### config.mk
export PLATFORM = sky130hd
export DESIGN_NAME = cksum_crc32_engine_unit
export DESIGN_NICKNAME = d
export VERILOG_FILES = /design/src/rtl/core/cksum_pkg.sv /design/src/rtl/core/cksum_crc32_engine_unit.sv /design/src/rtl/core/cksum_ctrl.sv /design/src/rtl/core/cksum_dp.sv
export SDC_FILE = /design/constraint.sdc
export NUM_CORES = 1
export LEC_CHECK = 0
export BUFFER_PORTS_ARGS = -buffer_cell sky130_fd_sc_hd__buf_2
export CAP_MARGIN = 20
export CORE_ASPECT_RATIO = 1.75
export CORE_MARGIN = 8
export CORE_UTILIZATION = 55
export DETAILED_ROUTE_END_ITERATION = 12
export GPL_ROUTABILITY_DRIVEN = 0
export MAX_ROUTING_LAYER = met4
export PLACE_DENSITY = 0.85
export RECOVER_POWER = 25
export SLEW_MARGIN = 30
export SYNTH_ARGS = -nofsm -noshare
export SYNTH_HDL_FRONTEND = slang
export SYNTH_SLANG_ARGS = --single-unit
### constraint.sdc
create_clock -name clk_i -period 7.11 [get_ports clk_i]
set_clock_uncertainty 0.1 [all_clocks]
set_input_delay 0.711 -clock clk_i [delete_from_list [all_inputs] [get_ports clk_i]]
set_output_delay 0.711 -clock clk_i [all_outputs]
set_load 0.02 [all_outputs]
### src/rtl/core/cksum_pkg.sv
// shared types, constants and the crc byte update function for the cksum engine
`default_nettype none

package cksum_pkg;

  localparam int unsigned LengthWidthDef = 64;
  localparam int unsigned CfgIdxWidth    = 2;
  localparam int unsigned CfgDataWidth   = 1;

  localparam logic [31:0] PolyMsb  = 32'h04C1_1DB7;
  localparam logic [31:0] PolyLsb  = 32'hEDB8_8320;
  localparam logic [31:0] AllOnes  = 32'hFFFF_FFFF;

  typedef enum logic [CfgIdxWidth-1:0] {
    CfgReflected = 2'd0,
    CfgPreInvert = 2'd1,
    CfgSkipPost  = 2'd2,
    CfgSkipLen   = 2'd3
  } cfg_idx_e;

  typedef enum logic {
    ActData = 1'b0,
    ActEof  = 1'b1
  } action_e;

  typedef struct packed {
    action_e    action;
    logic [7:0] data_byte;
  } in_req_t;

  typedef struct packed {
    logic [31:0] crc_result;
    logic [63:0] byte_length;
  } out_rsp_t;

  // controller to datapath
  typedef struct packed {
    logic byte_en;
    logic eof_load;
    logic fold_en;
    logic finish;
  } dp_cmd_t;

  // datapath to controller
  typedef struct packed {
    logic rest_zero;
  } dp_status_t;

  // one byte through the crc, bit by bit
  function automatic logic [31:0] crc_byte(input logic [31:0] crc_in,
                                           input logic [7:0]  b,
                                           input logic        refl);
    logic [31:0] c;
    c = crc_in;
    if (refl) begin
      c = c ^ {24'd0, b};
      for (int i = 0; i < 8; i++) begin
        c = c[0] ? ((c >> 1) ^ PolyLsb) : (c >> 1);
      end
    end else begin
      c = c ^ {b, 24'd0};
      for (int i = 0; i < 8; i++) begin
        c = c[31] ? ((c << 1) ^ PolyMsb) : (c << 1);
      end
    end
    return c;
  endfunction

endpackage

`default_nettype wire

### src/rtl/core/cksum_crc32_engine_unit.sv
// top level of the cksum style crc-32 engine
// usage:
//   input channel (in_valid_i / in_ready_o handshake on in_req_i) carries
//   one request per item: a data byte or an end-of-file marker.
//   data byte requests stream at one per cycle while the engine is idle.
//   after an end-of-file request no new request is taken until its result is
//   written; the fold passes n (0..LENGTH_WIDTH/8) count bytes, one per cycle,
//   through the single crc byte update unit.
//   the result (crc and byte length) is registered into the output register
//   when the fold ends and stays until out_ready_i is seen with out_valid_o.
//   while a result waits, data bytes keep being taken; a second end of file
//   holds in the fold state until the output register is free.
//   configuration is a plain write port (cfg_we_i, cfg_index_i, cfg_wdata_i),
//   to be written only while the engine is idle; the block does not enforce it.
//   reset clears all config bits, the crc to zero, the count to zero and the
//   output valid flag.
`default_nettype none

module cksum_crc32_engine_unit #(
  parameter int unsigned LENGTH_WIDTH = cksum_pkg::LengthWidthDef
) (
  input  wire logic                               clk_i,
  input  wire logic                               rst_ni,
  input  wire logic                               cfg_we_i,
  input  wire logic [cksum_pkg::CfgIdxWidth-1:0]  cfg_index_i,
  input  wire logic [cksum_pkg::CfgDataWidth-1:0] cfg_wdata_i,
  input  wire logic                               in_valid_i,
  output logic                                    in_ready_o,
  input  wire cksum_pkg::in_req_t                 in_req_i,
  output logic                                    out_valid_o,
  input  wire logic                               out_ready_i,
  output cksum_pkg::out_rsp_t                     out_rsp_o
);

  cksum_pkg::dp_cmd_t    cmd;
  cksum_pkg::dp_status_t status;

  cksum_ctrl u_ctrl (
    .clk_i       (clk_i),
    .rst_ni      (rst_ni),
    .in_valid_i  (in_valid_i),
    .in_action_i (in_req_i.action),
    .in_ready_o  (in_ready_o),
    .out_valid_o (out_valid_o),
    .out_ready_i (out_ready_i),
    .status_i    (status),
    .cmd_o       (cmd)
  );

  cksum_dp #(
    .LENGTH_WIDTH (LENGTH_WIDTH)
  ) u_dp (
    .clk_i       (clk_i),
    .rst_ni      (rst_ni),
    .cfg_we_i    (cfg_we_i),
    .cfg_index_i (cfg_index_i),
    .cfg_wdata_i (cfg_wdata_i),
    .data_byte_i (in_req_i.data_byte),
    .cmd_i       (cmd),
    .status_o    (status),
    .out_rsp_o   (out_rsp_o)
  );

endmodule

`default_nettype wire

### src/rtl/core/cksum_ctrl.sv
// controller: request handshakes, length fold sequencing, result valid
`default_nettype none

module cksum_ctrl (
  input  wire logic                   clk_i,
  input  wire logic                   rst_ni,
  input  wire logic                   in_valid_i,
  input  wire cksum_pkg::action_e     in_action_i,
  output logic                        in_ready_o,
  output logic                        out_valid_o,
  input  wire logic                   out_ready_i,
  input  wire cksum_pkg::dp_status_t  status_i,
  output cksum_pkg::dp_cmd_t          cmd_o
);

  typedef enum logic {
    StIdle,
    StFold
  } state_e;

  state_e state_q, state_d;
  logic   out_valid_q, out_valid_d;
  logic   accept;
  logic   out_free;

  assign in_ready_o = (state_q == StIdle);
  assign accept     = in_valid_i && in_ready_o;
  // result slot is free if empty or being taken this cycle
  assign out_free   = !out_valid_q || out_ready_i;

  always_comb begin
    cmd_o.byte_en  = accept && (in_action_i == cksum_pkg::ActData);
    cmd_o.eof_load = accept && (in_action_i == cksum_pkg::ActEof);
    cmd_o.fold_en  = (state_q == StFold) && !status_i.rest_zero;
    cmd_o.finish   = (state_q == StFold) && status_i.rest_zero && out_free;
  end

  always_comb begin
    state_d     = state_q;
    out_valid_d = out_valid_q;
    if (out_ready_i) begin
      out_valid_d = 1'b0;
    end
    unique case (state_q)
      StIdle: begin
        if (cmd_o.eof_load) begin
          state_d = StFold;
        end
      end
      StFold: begin
        if (cmd_o.finish) begin
          state_d     = StIdle;
          out_valid_d = 1'b1;
        end
      end
      default: state_d = StIdle;
    endcase
  end

  always_ff @(posedge clk_i or negedge rst_ni) begin
    if (!rst_ni) begin
      state_q     <= StIdle;
      out_valid_q <= 1'b0;
    end else begin
      state_q     <= state_d;
      out_valid_q <= out_valid_d;
    end
  end

  assign out_valid_o = out_valid_q;

endmodule

`default_nettype wire

### src/rtl/core/cksum_dp.sv
// datapath: config registers, crc and byte count, fold shifter, result register
`default_nettype none

module cksum_dp #(
  parameter int unsigned LENGTH_WIDTH = cksum_pkg::LengthWidthDef
) (
  input  wire logic                               clk_i,
  input  wire logic                               rst_ni,
  input  wire logic                               cfg_we_i,
  input  wire logic [cksum_pkg::CfgIdxWidth-1:0]  cfg_index_i,
  input  wire logic [cksum_pkg::CfgDataWidth-1:0] cfg_wdata_i,
  input  wire logic [7:0]                         data_byte_i,
  input  wire cksum_pkg::dp_cmd_t                 cmd_i,
  output cksum_pkg::dp_status_t                   status_o,
  output cksum_pkg::out_rsp_t                     out_rsp_o
);

  logic refl_q, refl_d;
  logic pre_inv_q, pre_inv_d;
  logic skip_post_q, skip_post_d;
  logic skip_len_q, skip_len_d;

  logic [31:0]             crc_q, crc_d;
  logic [LENGTH_WIDTH-1:0] count_q, count_d;
  logic [LENGTH_WIDTH-1:0] rest_q, rest_d;
  cksum_pkg::out_rsp_t     out_q, out_d;

  logic [31:0] start_val;
  logic [31:0] crc_upd;
  logic [7:0]  upd_byte;

  assign start_val = pre_inv_q ? cksum_pkg::AllOnes : 32'd0;
  assign upd_byte  = cmd_i.fold_en ? rest_q[7:0] : data_byte_i;
  assign crc_upd   = cksum_pkg::crc_byte(crc_q, upd_byte, refl_q);

  always_comb begin
    refl_d      = refl_q;
    pre_inv_d   = pre_inv_q;
    skip_post_d = skip_post_q;
    skip_len_d  = skip_len_q;
    crc_d       = crc_q;
    count_d     = count_q;
    rest_d      = rest_q;
    out_d       = out_q;

    if (cfg_we_i) begin
      unique case (cksum_pkg::cfg_idx_e'(cfg_index_i))
        cksum_pkg::CfgReflected: refl_d = cfg_wdata_i[0];
        cksum_pkg::CfgPreInvert: begin
          pre_inv_d = cfg_wdata_i[0];
          // fresh file: reload the start value right away
          if (count_q == '0) begin
            crc_d = {32{cfg_wdata_i[0]}};
          end
        end
        cksum_pkg::CfgSkipPost:  skip_post_d = cfg_wdata_i[0];
        cksum_pkg::CfgSkipLen:   skip_len_d  = cfg_wdata_i[0];
        default: ;
      endcase
    end

    if (cmd_i.byte_en) begin
      crc_d   = crc_upd;
      count_d = count_q + LENGTH_WIDTH'(1);
    end

    if (cmd_i.eof_load) begin
      rest_d = skip_len_q ? '0 : count_q;
    end

    // fold the count low byte first until the remaining high part is zero
    if (cmd_i.fold_en) begin
      crc_d  = crc_upd;
      rest_d = rest_q >> 8;
    end

    if (cmd_i.finish) begin
      out_d.crc_result  = crc_q ^ {32{~skip_post_q}};
      out_d.byte_length = 64'(count_q);
      crc_d             = start_val;
      count_d           = '0;
    end
  end

  always_ff @(posedge clk_i or negedge rst_ni) begin
    if (!rst_ni) begin
      refl_q      <= 1'b0;
      pre_inv_q   <= 1'b0;
      skip_post_q <= 1'b0;
      skip_len_q  <= 1'b0;
      crc_q       <= 32'd0;
      count_q     <= '0;
    end else begin
      refl_q      <= refl_d;
      pre_inv_q   <= pre_inv_d;
      skip_post_q <= skip_post_d;
      skip_len_q  <= skip_len_d;
      crc_q       <= crc_d;
      count_q     <= count_d;
    end
  end

  always_ff @(posedge clk_i) begin
    rest_q <= rest_d;
    out_q  <= out_d;
  end

  assign status_o.rest_zero = (rest_q == '0);
  assign out_rsp_o          = out_q;

endmodule

`default_nettype wire
Yosys cells after proc, flatten, opt, wreduce, memory -nomap -nowiden
Index checks and enable logic that the tools add are counted.
Widths: inputs -> output; s select.
- bits in registers: 262
- input port bits: 17
- output and inout port bits: 98
- word-level logic and storage cells: 96
- add/subtract/negate cells: 1
- equality and inequality tests: 3
- multiplexer cells: 36
- bitwise operators: 22
- reduce and logical (&&, ||, !) cells: 22
- operators by type and width (cell ; count):
    $mux 32 ; 16
    $mux 27 ; 8
    $mux 64 ; 3
    $logic_not 64->1 ; 2
    $mux 56 ; 2
    $not 13->14 ; 8
    $not 14->14 ; 8
    $add 64x1->64 const B ; 1
    $xor 32x32->32 ; 2
    $xor 32x8->32 ; 1
    $reduce_bool 4->1 ; 3
    $mux 8 ; 1
    $reduce_and 2->1 ; 4
    $logic_and 1x1->1 ; 6
    $mux 1 ; 5
    $eq 2x2->1 const B ; 2
    $reduce_bool 2->1 ; 2
    $not 1->1 ; 3
    $reduce_and 3->1 ; 1
    $eq 2x1->1 const B ; 1
    $logic_not 1->1 ; 2
    $logic_not 2->1 ; 1
    $pmux 1 s2 ; 1
    $logic_or 1x1->1 ; 1

Longest topological paths before layout
- word-level depth: 25
- depth in mapped cells: 12
- gate-level depth less buffers: 10

Modules after synthesis
From an unflattened synthesis, not the netlist that was laid out.
- cells, all modules: 1137
- area, all modules: 13346.6 um^2
- modules (own cells, without submodules) (module ; times used ; cells an instance ; area an instance (um^2) ; seq. area each (um^2)):
    cksum_dp ; 1 ; 1125 ; 13236.4 ; 7226.9
    cksum_ctrl ; 1 ; 12 ; 110.1 ; 50.0

Least setup slack after synthesis
OpenSTA, ideal clock, no wires.
- kind: reg2reg
- start point: register u_dp.rest_q[7]
- end point: register u_dp.rest_q[0] (enable)
- setup time: 0.547 ns
- arrival: 4.581 ns
- data required time: 6.463 ns
- path slack: 1.882 ns
- cell stages (with the launch flop): 5
- buffers on the path: 0
- period minus slack after synthesis: 5.228 ns
- cell sequence: edfxtp_1 nor4_1 nand4_1 nor4_1 o21ai_0
- cells in the longest elaborated chain, start to end: 4
- RTL lines (what ; line ; source):
    start, declared ; cksum_dp.sv:25 ; logic [LENGTH_WIDTH-1:0] rest_q, rest_d;
    start signal, assigned ; cksum_dp.sv:104 ; rest_q <= rest_d;
    $logic_not 64->1 ; cksum_dp.sv:108 ; assign status_o.rest_zero = (rest_q == '0);
    $logic_not 1->1 ; cksum_ctrl.sv:34 ; cmd_o.fold_en = (state_q == StFold) && !status_i.rest_zero;
    $logic_and 1x1->1 ; cksum_ctrl.sv:34 ;
    $reduce_bool 2->1 (no source line) ; -- ;
Every way passes these cells.
A chain may end at the register's enable or synchronous reset.

Worst setup path in the final report
- start point: register u_dp.rest_q[33]
- end point: register u_dp.crc_q[25]
- cells in the longest elaborated chain, start to end: 21
- elaborated cells on any way between the ends: 34
- those cells by class: mux (17); bitwise (8); reduce/logical (9)
- RTL lines (what ; line ; source):
    $logic_not 64->1 * ; cksum_dp.sv:108 ;
    $logic_not 1->1 ; cksum_ctrl.sv:34 ;
    $logic_and 1x1->1 ; cksum_ctrl.sv:34 ;
    $mux 8 ; cksum_dp.sv:33 ; assign upd_byte = cmd_i.fold_en ? rest_q[7:0] : data_byte_i;
    $xor 32x8->32 ; cksum_pkg.sv:56 ; c = c ^ {24'd0, b};
    $mux 32 (2 in a row) ; cksum_pkg.sv:58 ; c = c[0] ? ((c >> 1) ^ PolyLsb) : (c >> 1);
    $not 13->14 (no source line) ; -- ;
    $mux 32 ; cksum_pkg.sv:58 ;
    (+3 left out) ; -- ;
    $not 13->14 (no source line) ; -- ;
    $mux 32 ; cksum_pkg.sv:58 ;
    $not 13->14 (no source line) ; -- ;
    $mux 32 (2 in a row) ; cksum_pkg.sv:58 ;
    $mux 32 ; cksum_pkg.sv:55 ; if (refl) begin
    $mux 32 ; cksum_dp.sv:62 ; if (cmd_i.byte_en) begin
    $mux 32 ; cksum_dp.sv:72 ; if (cmd_i.fold_en) begin
    $mux 32 ; cksum_dp.sv:77 ; if (cmd_i.finish) begin
    end signal, assigned ; cksum_dp.sv:98 ; crc_q <= crc_d;
    end, declared ; cksum_dp.sv:23 ; logic [31:0] crc_q, crc_d;
Mark *: on every way between the ends. The rest lies on a longest branch, timed or not.

==> summary.md <==
| Metric | Value |
|---|---|
| Status | `finished with violations` |
| Failing checks | `capacitance limit, slew limit` |
| Setup bufs post-CTS | `0` |
| Top FF cell, synth | `edfxtp_1` |
| R2r endpoint | `u_dp.crc_q[25]` |
| Number of distinct library cells after synthesis | `58` |
| Final WL | `32600 um` |
| Final core utilization | `0.625` |
| Yosys Warn Count | `0` |
| Die Wd | `132 um` |
| Worst-Margin Slew | `between 2000 and 3000 ps` |
| DR WL/cell | `roughly 21 um` |
| Fill cells | `1814` |
| Post-synthesis cell area | `12900 um2` |
| Yosys reg bits | `262` |
| FMAX | `0.198 GHz` |
| H-tree levels | `1` |
| GRT Util Overall | `0.231` |
| Syn_nets | `1140` |
| CTS tree | `done` |
| I/O pin total | `115` |
| R2R cell count | `11` |
| Setup crit start kind | `register` |
| Root buffer cell | `clkbuf_16` |
| Initial Utilization | `0.557` |
| Register area | `7280 um2` |
| Setup_tns | `0 ps` |
| Launch point of the worst reg-to-reg path | `u_dp.rest_q[33]` |
| Non-Filler Instances | `1543` |
| Critical path destination | `u_dp.crc_q[25]` |
| Period utilization | `0.710` |
| Final count of hold timing violations | `0` |
| Worst Path Required | `7400 ps` |
| Die ar. | `28800 um2` |
| Min-delay worst type | `in -> reg` |
| EDFF count, synth | `152` |
| PostCTS Resize Cnt | `0` |
| Via/cell ratio | `between 5 and 6` |
| Area Overhead vs Synth | `12.3%` |
| Diode count | `0` |
| Largest net degree at the start of global routing | `83` |
| Worst setup path startpoint | `u_dp.rest_q[33]` |
| GRT Residual Overflow | `0` |
| Final worst slack | `slightly above 2000 ps` |
| Num rows | `74` |
| Peak supply drop | `333 uV` |
| Leakage | `5.81 nW` |
| Antenna violations before repair | `0` |
| Slew headroom | `-0.779` |
| Async S/R FF share, synth | `0.389` |
| Cell count after synthesis | `approximately 1100` |
| Via count | `9048` |
| DRC | `0` |
| Number of cells after detailed placement | `1499` |
| Crit path max fanout | `82` |
| Minimum setup slack among reg-to-reg paths | `~2100 ps` |
| Worst-Skew Late Latency | `530 ps` |
| CP endpoint kind | `register` |
| First-pass GRT wire length | `50900 um` |
| Finished Cell Area | `14500 um2` |
| CORE AREA | `23100 um2` |
| Post-place setup slack | `2200 ps` |
| Critical Path AT | `5340 ps` |
| Max-Cap Viols | `4` |
| Kind of critical path | `reg -> reg` |
| P per Cell Area | `554 nW/um2` |
| Total power | `8.02 mW` |
| Placed instance area | `13700 um2` |
| Layout cells sized above 1 | `0.160` |
| Via count of the first global-routing pass | `9397` |
| RSZ-0062 raised after global routing | `no` |
| Hold Slack | `316 ps` |
| Worst-path clk slew | `70 ps` |
| Period minus WS final | `5050 ps` |
| DRT Pass-1 Iters | `7` |
| Pins Over Slew Limit | `135` |
| Area of the multi-input gates | `about 5400 um2` |
| Sequential area share after synthesis | `0.565` |
| Max Root-Sink Buffers | `3` |
| Antenna viol nets, final | `0` |
| Final setup violation count | `0` |
| PortBufs | `114` |
| Post-layout nets | `between 1000 and 1500` |
| Sink Count | `262` |
| Post-DP HPWL | `23300 um` |
| Die Height | `219 um` |
| Synthesized area per cell | `11.5 um2` |
| Clock buffer count from CTS | `24` |
| Hold-fix buffers, CTS | `0` |
| Iter 0 DRT Violations | `931` |
[Yosys cell counts, drive strengths merged, types with 2 or more instances]
library cell,instances,area (um2)
nand4,15,100
inv,19,71.3
ha,2,25.0
o221a,3,33.8
a221oi,6,52.6
or2,5,31.3
nand2b,53,332
nand3,25,125
nand2,98,368
o211a,4,40.0
nor4,33,213
nor2,88,330
dfrtp,102,2550
or3,11,68.8
dfxtp,8,160
nor3b,9,72.6
buf,10,50.0
mux2,4,45.0
o31ai,7,52.6
xor2,58,527
and3,12,75.1
xnor2,167,1680
a31oi,2,12.5
o221ai,3,26.3
edfxtp,152,4560
and4,3,26.3
o22ai,6,37.5
mux2i,12,165
o21ai,91,455
and2,6,37.5
clkbuf,40,150
a21oi,49,245
nor3,8,50.1
[worst max-delay path, cell delays in order (launching register included)]
cell and delay [ps]:
edfxtp_1 400, nor4_1 480, nand4_1 250, o41a_4 690, buf_4 450, mux2i_4 320
xnor2_2 660, xor2_1 590, xnor2_2 190, xnor2_1 190, a221oi_1 410, o22ai_1 130
[placed cells by master (no fill, tap or decap), types with 4 or more instances in the layout]
| cell type | instances |
|---|---|
| nor2_1 | 88 |
| buf_2 | 112 |
| o211a_1 | 4 |
| edfxtp_1 | 152 |
| nand3_1 | 25 |
| clkbuf_16 | 25 |
| xnor2_4 | 5 |
| a221oi_1 | 6 |
| and2_1 | 5 |
| dfxtp_1 | 8 |
| dfrtp_1 | 102 |
| inv_1 | 19 |
| nor3_1 | 6 |
| buf_4 | 7 |
| o21ai_0 | 87 |
| nor4_1 | 32 |
| mux2_2 | 4 |
| clkinv_1 | 5 |
| o31ai_1 | 7 |
| nand4_1 | 14 |
| clkbuf_1 | 12 |
| or3_1 | 11 |
| xnor2_2 | 19 |
| xnor2_1 | 143 |
| nand2b_1 | 53 |
| a21oi_1 | 48 |
| xor2_1 | 57 |
| and3_1 | 12 |
| or2_2 | 4 |
| mux2i_1 | 7 |
| nor3b_1 | 8 |
| o22ai_1 | 6 |
| nand2_1 | 98 |
[kinds of logic after synthesis]
logic type / Yosys count / synth area share
simple gates: 368 / 0.143
flops: 262 / 0.565
xor+xnor: 226 / 0.173
compound gates: 178 / 0.0797
buf+inv: 69 / 0.0211
mux: 16 / 0.0163
fa+ha+maj: 2 / 0.00194
[where the power goes]
group	internal, mW	leakage [nW]	switching [mW]
Clock	0.667	0.359	0.546
Combinational	2.15	2.39	2.42
Sequential	1.94	3.05	0.297
[sequential cells by signal, indices dropped and copies added (netlist names)]
register            flops
u_dp.count_q           64
u_dp.pre_inv_q          1
u_dp.refl_q             1
u_dp.out_rsp_o         96
u_dp.skip_len_q         1
u_dp.crc_q             32
u_ctrl.state_q          1
u_dp.skip_post_q        1
u_dp.rest_q            64
u_ctrl.out_valid_o      1
[final cells by class]
type,count,area share
inverters,19,0.00493
well taps,304,0.0263
flip-flops and latches,262,0.503
multi-input cells,790,0.372
repair buffers,124,0.0437
clock buffers,34,0.0470
clock inverters,10,0.00355
[worst min path at each step]
stage	slack, ps	cells past startpoint	end	start
finish	320	2	u_ctrl.out_valid_o	out_ready_i
global route	330	2	u_ctrl.out_valid_o	out_ready_i
CTS	110	1	u_dp.count_q[19]	rst_ni
detailed placement	410	0	u_dp.out_rsp_o[35]	u_dp.count_q[35]
global placement	390	2	u_dp.rest_q[60]	u_dp.rest_q[60]
floorplan	320	0	u_ctrl.out_valid_o	rst_ni
[routing by layer]
metal	wire length (um)	up-vias	share of wire	global-route usage
met5	0	-	0	-
met4	2080	0	0.064	0.150
met3	1660	125	0.051	0.0361
met2	17900	355	0.55	0.424
met1	11000	4450	0.34	0.222
li1	-	4118	-	-
No activity file was read; power rests on OpenSTA's default activity.
